<file path="src/rtl/n2a_pkg.sv">
// Package for the number to ASCII formatter: operation codes, command type.
// No dependencies.
package n2a_pkg;
  localparam logic [2:0] OP_SDEC = 3'd0;
  localparam logic [2:0] OP_UDEC = 3'd1;
  localparam logic [2:0] OP_HEX  = 3'd2;
  localparam logic [2:0] OP_PTR  = 3'd3;
  localparam logic [2:0] OP_SIZE = 3'd4;

  // classified command handed from front to back
  typedef struct packed {
    logic [63:0] mag;     // number to print
    logic        hex;     // 1 hex digits, 0 decimal
    logic        ptr;     // fixed 16 digits with separator
    logic        neg;     // leading '-'
    logic        size;    // append " xB"
    logic [7:0]  unit;    // unit letter, or 0 for plain " B"
  } n2a_cmd_t;

  localparam int QDEPTH = 2;
endpackage

</file>
<file path="src/rtl/n2a_front.sv">
// Front: accepts input transactions and classifies them into commands.
// Depends on n2a_pkg.
module n2a_front import n2a_pkg::*; (
  input  logic        clk,
  input  logic        rst_n,
  input  logic        in_valid,
  output logic        in_ready,
  input  logic [63:0] value,
  input  logic [2:0]  operation,
  input  logic        wide,
  output logic        cmd_valid,
  input  logic        cmd_ready,
  output n2a_cmd_t    cmd
);
  logic     valid_r;
  n2a_cmd_t cmd_r, cmd_nxt;
  logic [63:0] v32, sx;
  logic [2:0] lvl;
  logic [5:0] sh;
  logic [64:0] q;

  assign in_ready  = !valid_r || cmd_ready;
  assign cmd_valid = valid_r;
  assign cmd       = cmd_r;

  always_comb begin
    v32 = {32'd0, value[31:0]};
    sx  = wide ? value : {{32{value[31]}}, value[31:0]};
    if (value < 64'h400) lvl = 3'd0;
    else if (value < 64'h100000) lvl = 3'd1;
    else if (value < 64'h40000000) lvl = 3'd2;
    else if (value < 64'h10000000000) lvl = 3'd3;
    else if (value < 64'h4000000000000) lvl = 3'd4;
    else if (value < 64'h1000000000000000) lvl = 3'd5;
    else lvl = 3'd6;
    sh = 6'(10 * lvl);
    q = {1'b0, value >> sh};
    if (lvl != 3'd0) q = q + 65'((value >> (sh - 6'd1)) & 64'd1);
    cmd_nxt = '0;
    case (operation)
      OP_SDEC: begin
        cmd_nxt.neg = sx[63];
        cmd_nxt.mag = sx[63] ? (64'd0 - sx) : sx;
      end
      OP_UDEC: cmd_nxt.mag = wide ? value : v32;
      OP_HEX: begin
        cmd_nxt.hex = 1'b1;
        cmd_nxt.mag = wide ? value : v32;
      end
      OP_PTR: begin
        cmd_nxt.hex = 1'b1;
        cmd_nxt.ptr = 1'b1;
        cmd_nxt.mag = value;
      end
      default: begin
        cmd_nxt.size = 1'b1;
        cmd_nxt.mag  = q[63:0];
        case (lvl)
          3'd1: cmd_nxt.unit = "K";
          3'd2: cmd_nxt.unit = "M";
          3'd3: cmd_nxt.unit = "G";
          3'd4: cmd_nxt.unit = "T";
          3'd5: cmd_nxt.unit = "P";
          3'd6: cmd_nxt.unit = "E";
          default: cmd_nxt.unit = 8'd0;
        endcase
      end
    endcase
  end

  always_ff @(posedge clk) begin
    if (!rst_n) valid_r <= 1'b0;
    else if (in_ready) valid_r <= in_valid && (operation <= OP_SIZE);
    if (in_ready && in_valid) cmd_r <= cmd_nxt;
  end
endmodule

</file>
<file path="src/rtl/n2a_queue.sv">
// Short command queue between front and back.
// Depends on n2a_pkg.
module n2a_queue import n2a_pkg::*; (
  input  logic     clk,
  input  logic     rst_n,
  input  logic     wr_valid,
  output logic     wr_ready,
  input  n2a_cmd_t wr_data,
  output logic     rd_valid,
  input  logic     rd_ready,
  output n2a_cmd_t rd_data
);
  n2a_cmd_t mem_r [QDEPTH];
  logic [$clog2(QDEPTH)-1:0] wp_r, rp_r;
  logic [$clog2(QDEPTH):0] cnt_r;
  logic wr, rd;
  assign wr_ready = cnt_r != ($clog2(QDEPTH)+1)'(QDEPTH);
  assign rd_valid = cnt_r != '0;
  assign rd_data  = mem_r[rp_r];
  assign wr = wr_valid && wr_ready;
  assign rd = rd_valid && rd_ready;
  always_ff @(posedge clk) begin
    if (!rst_n) begin
      wp_r <= '0; rp_r <= '0; cnt_r <= '0;
    end else begin
      if (wr) wp_r <= wp_r + 1'b1;
      if (rd) rp_r <= rp_r + 1'b1;
      cnt_r <= cnt_r + (wr ? 1'b1 : 1'b0) - (rd ? 1'b1 : 1'b0);
    end
    if (wr) mem_r[wp_r] <= wr_data;
  end
endmodule

</file>
<file path="src/rtl/n2a_back.sv">
// Back: bit-serial binary to BCD (double dabble), then character emission.
// Depends on n2a_pkg.
module n2a_back import n2a_pkg::*; (
  input  logic       clk,
  input  logic       rst_n,
  input  logic       cmd_valid,
  output logic       cmd_ready,
  input  n2a_cmd_t   cmd,
  output logic       out_tvalid,
  input  logic       out_tready,
  output logic [7:0] out_char,
  output logic       out_last
);
  typedef enum logic [2:0] {
    S_IDLE = 3'b001, S_CONV = 3'b010, S_EMIT = 3'b100
  } state_t;
  state_t st_r;
  n2a_cmd_t c_r;
  logic [63:0] sh_r;
  logic [79:0] bcd_r, adj;
  logic [6:0] cnt_r;
  logic [4:0] pos_r;     // digit index being sent, counting down
  logic [1:0] tail_r;    // 0 digits, 1 space, 2 unit, 3 'B'
  logic       sign_r, sep_r;
  logic [7:0] ch_r;
  logic       last_r, ov_r;
  logic [3:0] dig;
  logic [4:0] top;
  logic [7:0] ch_nxt;
  logic       last_nxt, adv;
  logic [1:0] tail_nxt;
  logic [4:0] pos_nxt;
  logic       sign_nxt, sep_nxt, done;

  assign cmd_ready  = st_r == S_IDLE;
  assign out_tvalid = ov_r;
  assign out_char   = ch_r;
  assign out_last   = last_r;

  always_comb begin
    for (int i = 0; i < 20; i++) begin
      adj[4*i +: 4] = (bcd_r[4*i +: 4] >= 4'd5) ? bcd_r[4*i +: 4] + 4'd3 : bcd_r[4*i +: 4];
    end
  end

  // highest nonzero digit position
  always_comb begin
    top = 5'd0;
    for (int i = 0; i < 20; i++) if (bcd_r[4*i +: 4] != 4'd0) top = 5'(i);
  end

  always_comb begin
    dig = c_r.hex ? c_r.mag[4*pos_r[3:0] +: 4] : bcd_r[4*pos_r +: 4];
    ch_nxt = 8'd0; last_nxt = 1'b0;
    tail_nxt = tail_r; pos_nxt = pos_r; sign_nxt = sign_r; sep_nxt = sep_r;
    done = 1'b0;
    if (sign_r) begin
      ch_nxt = "-"; sign_nxt = 1'b0;
    end else if (sep_r) begin
      ch_nxt = "_"; sep_nxt = 1'b0;
    end else if (tail_r == 2'd0) begin
      ch_nxt = 8'(dig) + ((dig < 4'd10) ? 8'd48 : 8'd87);
      if (pos_r == 5'd0) begin
        if (c_r.size) tail_nxt = 2'd1; else begin last_nxt = 1'b1; done = 1'b1; end
      end else begin
        pos_nxt = pos_r - 5'd1;
        if (c_r.ptr && pos_r == 5'd8) sep_nxt = 1'b1;
      end
    end else if (tail_r == 2'd1) begin
      ch_nxt = " ";
      tail_nxt = (c_r.unit == 8'd0) ? 2'd3 : 2'd2;
    end else if (tail_r == 2'd2) begin
      ch_nxt = c_r.unit; tail_nxt = 2'd3;
    end else begin
      ch_nxt = "B"; last_nxt = 1'b1; done = 1'b1;
    end
  end

  // no character goes out in the setup cycle that picks the top digit
  assign adv = st_r == S_EMIT && cnt_r != 7'd64 && (!ov_r || out_tready);

  logic [4:0] hpos;
  always_comb begin
    hpos = 5'd0;
    for (int i = 0; i < 16; i++) if (cmd.mag[4*i +: 4] != 4'd0) hpos = 5'(i);
  end

  always_ff @(posedge clk) begin
    if (!rst_n) begin
      st_r <= S_IDLE; ov_r <= 1'b0; cnt_r <= 7'd0;
    end else begin
      if (ov_r && out_tready && !adv) ov_r <= 1'b0;
      case (st_r)
        S_IDLE: if (cmd_valid) begin
          c_r <= cmd; sign_r <= cmd.neg; sep_r <= 1'b0; tail_r <= 2'd0;
          if (cmd.hex) begin
            pos_r <= cmd.ptr ? 5'd15 : hpos;
            st_r <= S_EMIT;
          end else begin
            sh_r <= cmd.mag; bcd_r <= '0; cnt_r <= 7'd0;
            st_r <= S_CONV;
          end
        end
        S_CONV: begin
          bcd_r <= {adj[78:0], sh_r[63]};
          sh_r  <= {sh_r[62:0], 1'b0};
          cnt_r <= cnt_r + 7'd1;
          if (cnt_r == 7'd63) st_r <= S_EMIT;
        end
        S_EMIT: begin
          if (cnt_r == 7'd64) begin
            pos_r <= top; cnt_r <= 7'd0;
          end else if (adv) begin
            ov_r <= 1'b1; ch_r <= ch_nxt; last_r <= last_nxt;
            tail_r <= tail_nxt; pos_r <= pos_nxt; sign_r <= sign_nxt; sep_r <= sep_nxt;
            if (done) st_r <= S_IDLE;
          end
        end
        default: st_r <= S_IDLE;
      endcase
    end
  end
endmodule

</file>
<file path="src/rtl/number_to_ascii_formatter_unit.sv">
// Number to ASCII formatter: hex/decimal/pointer/size text, one char per beat.
// The first char follows the front register, the queue and the back end's capture;
// decimal and size items then pass the bit-serial BCD conversion and a setup step that
// picks the top digit. Then one char a cycle while out_tready is high. The back end takes
// a new item only once it has loaded the last char of the last one. Codes 5..7 give no output.
// Reset (rst_n low, synchronous) empties the queue and idles the back end.
module number_to_ascii_formatter_unit import n2a_pkg::*; (
  input  logic        clk,
  input  logic        rst_n,
  input  logic        in_tvalid,
  output logic        in_tready,
  input  logic [71:0] in_tdata,  // value[63:0], operation[66:64], wide[67], zeros
  output logic        out_tvalid,
  input  logic        out_tready,
  output logic [7:0]  out_tdata, // character[7:0]
  output logic        out_tlast
);
  logic fv, fr, bv, br;
  n2a_cmd_t fc, bc;
  n2a_front u_front (.clk, .rst_n, .in_valid(in_tvalid), .in_ready(in_tready),
    .value(in_tdata[63:0]), .operation(in_tdata[66:64]), .wide(in_tdata[67]),
    .cmd_valid(fv), .cmd_ready(fr), .cmd(fc));
  n2a_queue u_queue (.clk, .rst_n, .wr_valid(fv), .wr_ready(fr), .wr_data(fc),
    .rd_valid(bv), .rd_ready(br), .rd_data(bc));
  n2a_back u_back (.clk, .rst_n, .cmd_valid(bv), .cmd_ready(br), .cmd(bc),
    .out_tvalid, .out_tready, .out_char(out_tdata), .out_last(out_tlast));
endmodule

</file>
<file path="config.mk">
export PLATFORM = sky130hd
export DESIGN_NAME = number_to_ascii_formatter_unit
export DESIGN_NICKNAME = d
export VERILOG_FILES = /design/src/rtl/n2a_pkg.sv /design/src/rtl/n2a_front.sv /design/src/rtl/n2a_queue.sv /design/src/rtl/n2a_back.sv /design/src/rtl/number_to_ascii_formatter_unit.sv
export SDC_FILE = /design/constraint.sdc
export NUM_CORES = 1
export LEC_CHECK = 0
export BUFFER_PORTS_ARGS = -buffer_cell sky130_fd_sc_hd__buf_2
export CORE_ASPECT_RATIO = 1.2
export CORE_MARGIN = 3
export CORE_UTILIZATION = 45
export DETAILED_ROUTE_END_ITERATION = 7
export PLACE_DENSITY = 0.66
export SYNTH_ARGS = -nofsm -noshare
export SYNTH_HDL_FRONTEND = slang
export SYNTH_SLANG_ARGS = --single-unit
</file>
<file path="constraint.sdc">
create_clock -name clk -period 9.5 [get_ports clk]
set_input_delay 0.95 -clock clk [delete_from_list [all_inputs] [get_ports clk]]
set_output_delay 0.95 -clock clk [all_outputs]
set_load 0.03 [all_outputs]
</file>
==> impl_results.md <==
* Worst R2R End: u_back.out_char[3]
* Worst Hold Launch: u_front.cmd[46]
* Clock transition at the registers of the reported paths at 60 ps
* Syn Nets at 2993
* Vias in the first global route at 22800
* ANT cells at 0
* Asr flop ratio synth at 0%
* Drt drc at 0
* CP Launch Type: input pin
* Drt wl/cell at 24.6 um
* Number of I/O port buffers at 81
* Critical Path Fanout Max at 37
* Clock sink total at 473
* Die Ht at 284 um
* Number of gates resized after CTS at 0
* Die Wd at 238 um
* Initial antenna violation count at 1
* Min-delay worst type: flop to flop
* Slew HR at 13.8%
* CTS HTree Levels at 2
* Initial core utilization at 45.6%
* Flops & latches, synth at 473
* Worst reg2reg path depth at 12
* Slew Viols, Final at 0
* Clock latency on the worst-skew pair at 570 ps
* CTS tree: yes
* Fin Setup TNS at 0 ps
* Commonest cells after routing, fill and taps aside: 456 x edfxtp_1, 403 x nor2_1, 231 x a21oi_1, 207 x nand2_1, 166 x o21ai_0
* Final hold violations at 0
* Share of cells above drive strength 1 at 12.8%
* First-pass GRT wire length at 138 mm
* Total power divided by cell area at 182 nW/um^2
* Final min period at 7330 ps
* End point of the worst hold path: u_queue.mem_r[1][45]
* Post-synthesis instance total at 2854
* Leakage at 0.0108 uW
* Synth-to-layout area growth at 8.72%
* Total vias in the final route at 23000
* Net count, final at 2998
* Unique masters post-synth at 91
* Full die area at 67500 um^2
* Final HPWL DP at 67.5 mm
* Avg Inst Size Synth at 10.1 um^2
* Number of cell rows at 101
* Layout fillers at 5717
* Sequential share of the synthesized area at 48.4%
* Final Util at 49.5%
* Synth Flop Type: edfxtp_1
* Max clock buf depth at 3
* Crit path DAT at 7580 ps
* Tcrit/Tclk final at 77.2%
* CTS buffer count at 44
* Final setup viols at 0
* DR pass1 iterations at 6
* R2R Setup Slk at 4950 ps
* RSZ-0062 raised after global routing: false
* Max Freq at 0.136 GHz
* Hold buffer count at CTS at 0
* Hold Path Depth at 0
* Post-route ant nets at 0
* Clk_skew at 21.8 ps
* Warnings from Yosys at 0
* WHS at 443 ps
* Critical Path RT at 9740 ps
* R2R Path Start: u_back.pos_r[0]
* Post-DR vias/cell at 6.18
* Core area at 63600 um^2
* All-Layer GR Usage at 26.5%
* Number of synthesized flops with an enable pin at 456
* Commonest non-fill, non-tap cell in the layout: edfxtp_1
* Max IR drop VDD at 0.126 mV
* Finished Layout Cells at 3715
* Root Buffer: clkbuf_16
* Final wirelength at 91.3 mm
* Gpl congestion at 1.01
* WS Path Type: input pin to flop
* Total congestion overflow at 0
* Outcome: complete, no violations
* Worst Setup End Kind: flop
* 1st-iter DRT viols at 2370
* Pin count of the biggest net entering global routing at 101
* Boundary Pins at 87
* DP Cell Count at 3637
* Mapped Area at 29000 um^2
* Max_cap viols at 0
* Worst-margin pin slew at 1290 ps
* Post-CTS Repair Setup Buffers at 0
## through the flow
step	cell area, um^2	total power [uW]	setup WS, ps
after CTS	31500	5760	2330
after global placement	30100	4010	1770
after global routing	31500	5990	1760
after floorplan	29000	3670	846
after detailed placement	30100	4060	1730
final	31500	5720	2170
## cells in the mapped netlist (all sizes together) (7+ instances only)
cell    instances  area share, %
o21ai         181            3.1
a31oi          29           0.63
nand3          97            1.7
a221oi         12           0.36
xnor2          85            2.6
or3            19           0.41
and2           32           0.69
and3           17           0.37
buf            41           0.76
o21a            7           0.18
nor2b          18           0.39
a21oi         233            4.1
nand3b          8           0.21
a21boi          7           0.18
o221ai         16           0.48
nor4           34           0.92
nor3b          13           0.35
edfxtp        456             47
clkbuf        131            1.7
and4            8           0.24
or2            10           0.22
nand2b         34           0.73
o211ai         27           0.70
nor4b           8           0.43
nand2         209            2.7
o32ai           7           0.21
inv           112            1.5
o31ai          18           0.47
mux4           63            4.9
o22ai          10           0.22
nand4          29           0.72
a22oi          10           0.26
nor2          406            5.3
mux2           54            2.1
dfxtp          17            1.2
nor3           99            1.7
xor2           53            1.6
ha             62            2.7
a211oi         32           0.85
mux2i          79            2.7
## metal layers
layer	vias to the layer above	global-route usage, %	wire (um)
met5	-	0	13
met4	2	15.6	5990
met3	257	4.00	5830
met2	961	44.9	44400
met1	11200	31.9	35000
li1	10600	-	-
## cell type report
class,instances,area (um^2),area share [%]
clock buffer,47,1110,3.53
tap,824,1030,3.27
multi-input combinational,2096,13800,43.9
inverter,113,429,1.36
sequential,473,14000,44.6
clock inverter,31,267,0.846
timing repair buffer,131,781,2.48
## worst max-delay path by stage
| stage | startpoint | endpoint | slack [ps] |
|---|---|---|---|
| final | in_tdata[23] | u_front.cmd[53] | 2170 |
| after global routing | in_tdata[42] | u_front.cmd[50] | 1760 |
| after CTS | in_tdata[23] | u_front.cmd[26] | 2330 |
| after detailed placement | in_tdata[23] | u_front.cmd[50] | 1730 |
| after global placement | in_tdata[23] | u_front.cmd[50] | 1770 |
| after floorplan | flop | u_back.bcd_r[0] | 850 |
## kinds of logic (layout without fill, tap and decap cells)
| kind of cell | count (synthesis) | in the layout | synth area share [%] |
|---|---|---|---|
| AOI/OAI and AO/OA | 645 | 645 | 13.5 |
| DFF | 473 | 473 | 48.4 |
| muxes | 196 | 196 | 9.73 |
| adders and majority gates | 63 | 63 | 2.75 |
| xor gates and xnor gates | 138 | 138 | 4.17 |
| buffers and inverters | 285 | 322 | 3.95 |
| other | 1 | 1 | 0.0129 |
| and+or+nand+nor | 1053 | 1053 | 17.5 |
## worst max-delay path: stages
cell and delay [ps]:
buf_2 180, or4_1 630, nor4_4 490, a211o_1 420
nand2_2 120, inv_2 90, ha_2 440, buf_4 460
nand2_1 90, o211ai_1 580, a22o_1 280, a21o_1 370
o221ai_1 410, nor4b_4 690, nand4_2 490, nor4b_2 410
xnor2_1 200, o221ai_1 230
## power breakdown
group	internal, uW	switching (uW)	leakage, uW
Clock	917	774	0.000666
Sequential	2620	144	0.00438
Combinational	462	804	0.00570
Total	4000	1720	0.0108
## state kept, by name, indices dropped and copies added, names as in the netlist, 2 cells and up, named ones only
name and count:
u_queue.mem_r 148, u_back.bcd_r 80, u_front.cmd 74, u_back.c_r 73, u_back.sh_r 64, u_back.cnt_r 7, u_back.out_char 7, u_back.pos_r 5
u_back.st_r 3, u_back.tail_r 2, u_queue.cnt_r 2
(Power assumes the default switching activity.)
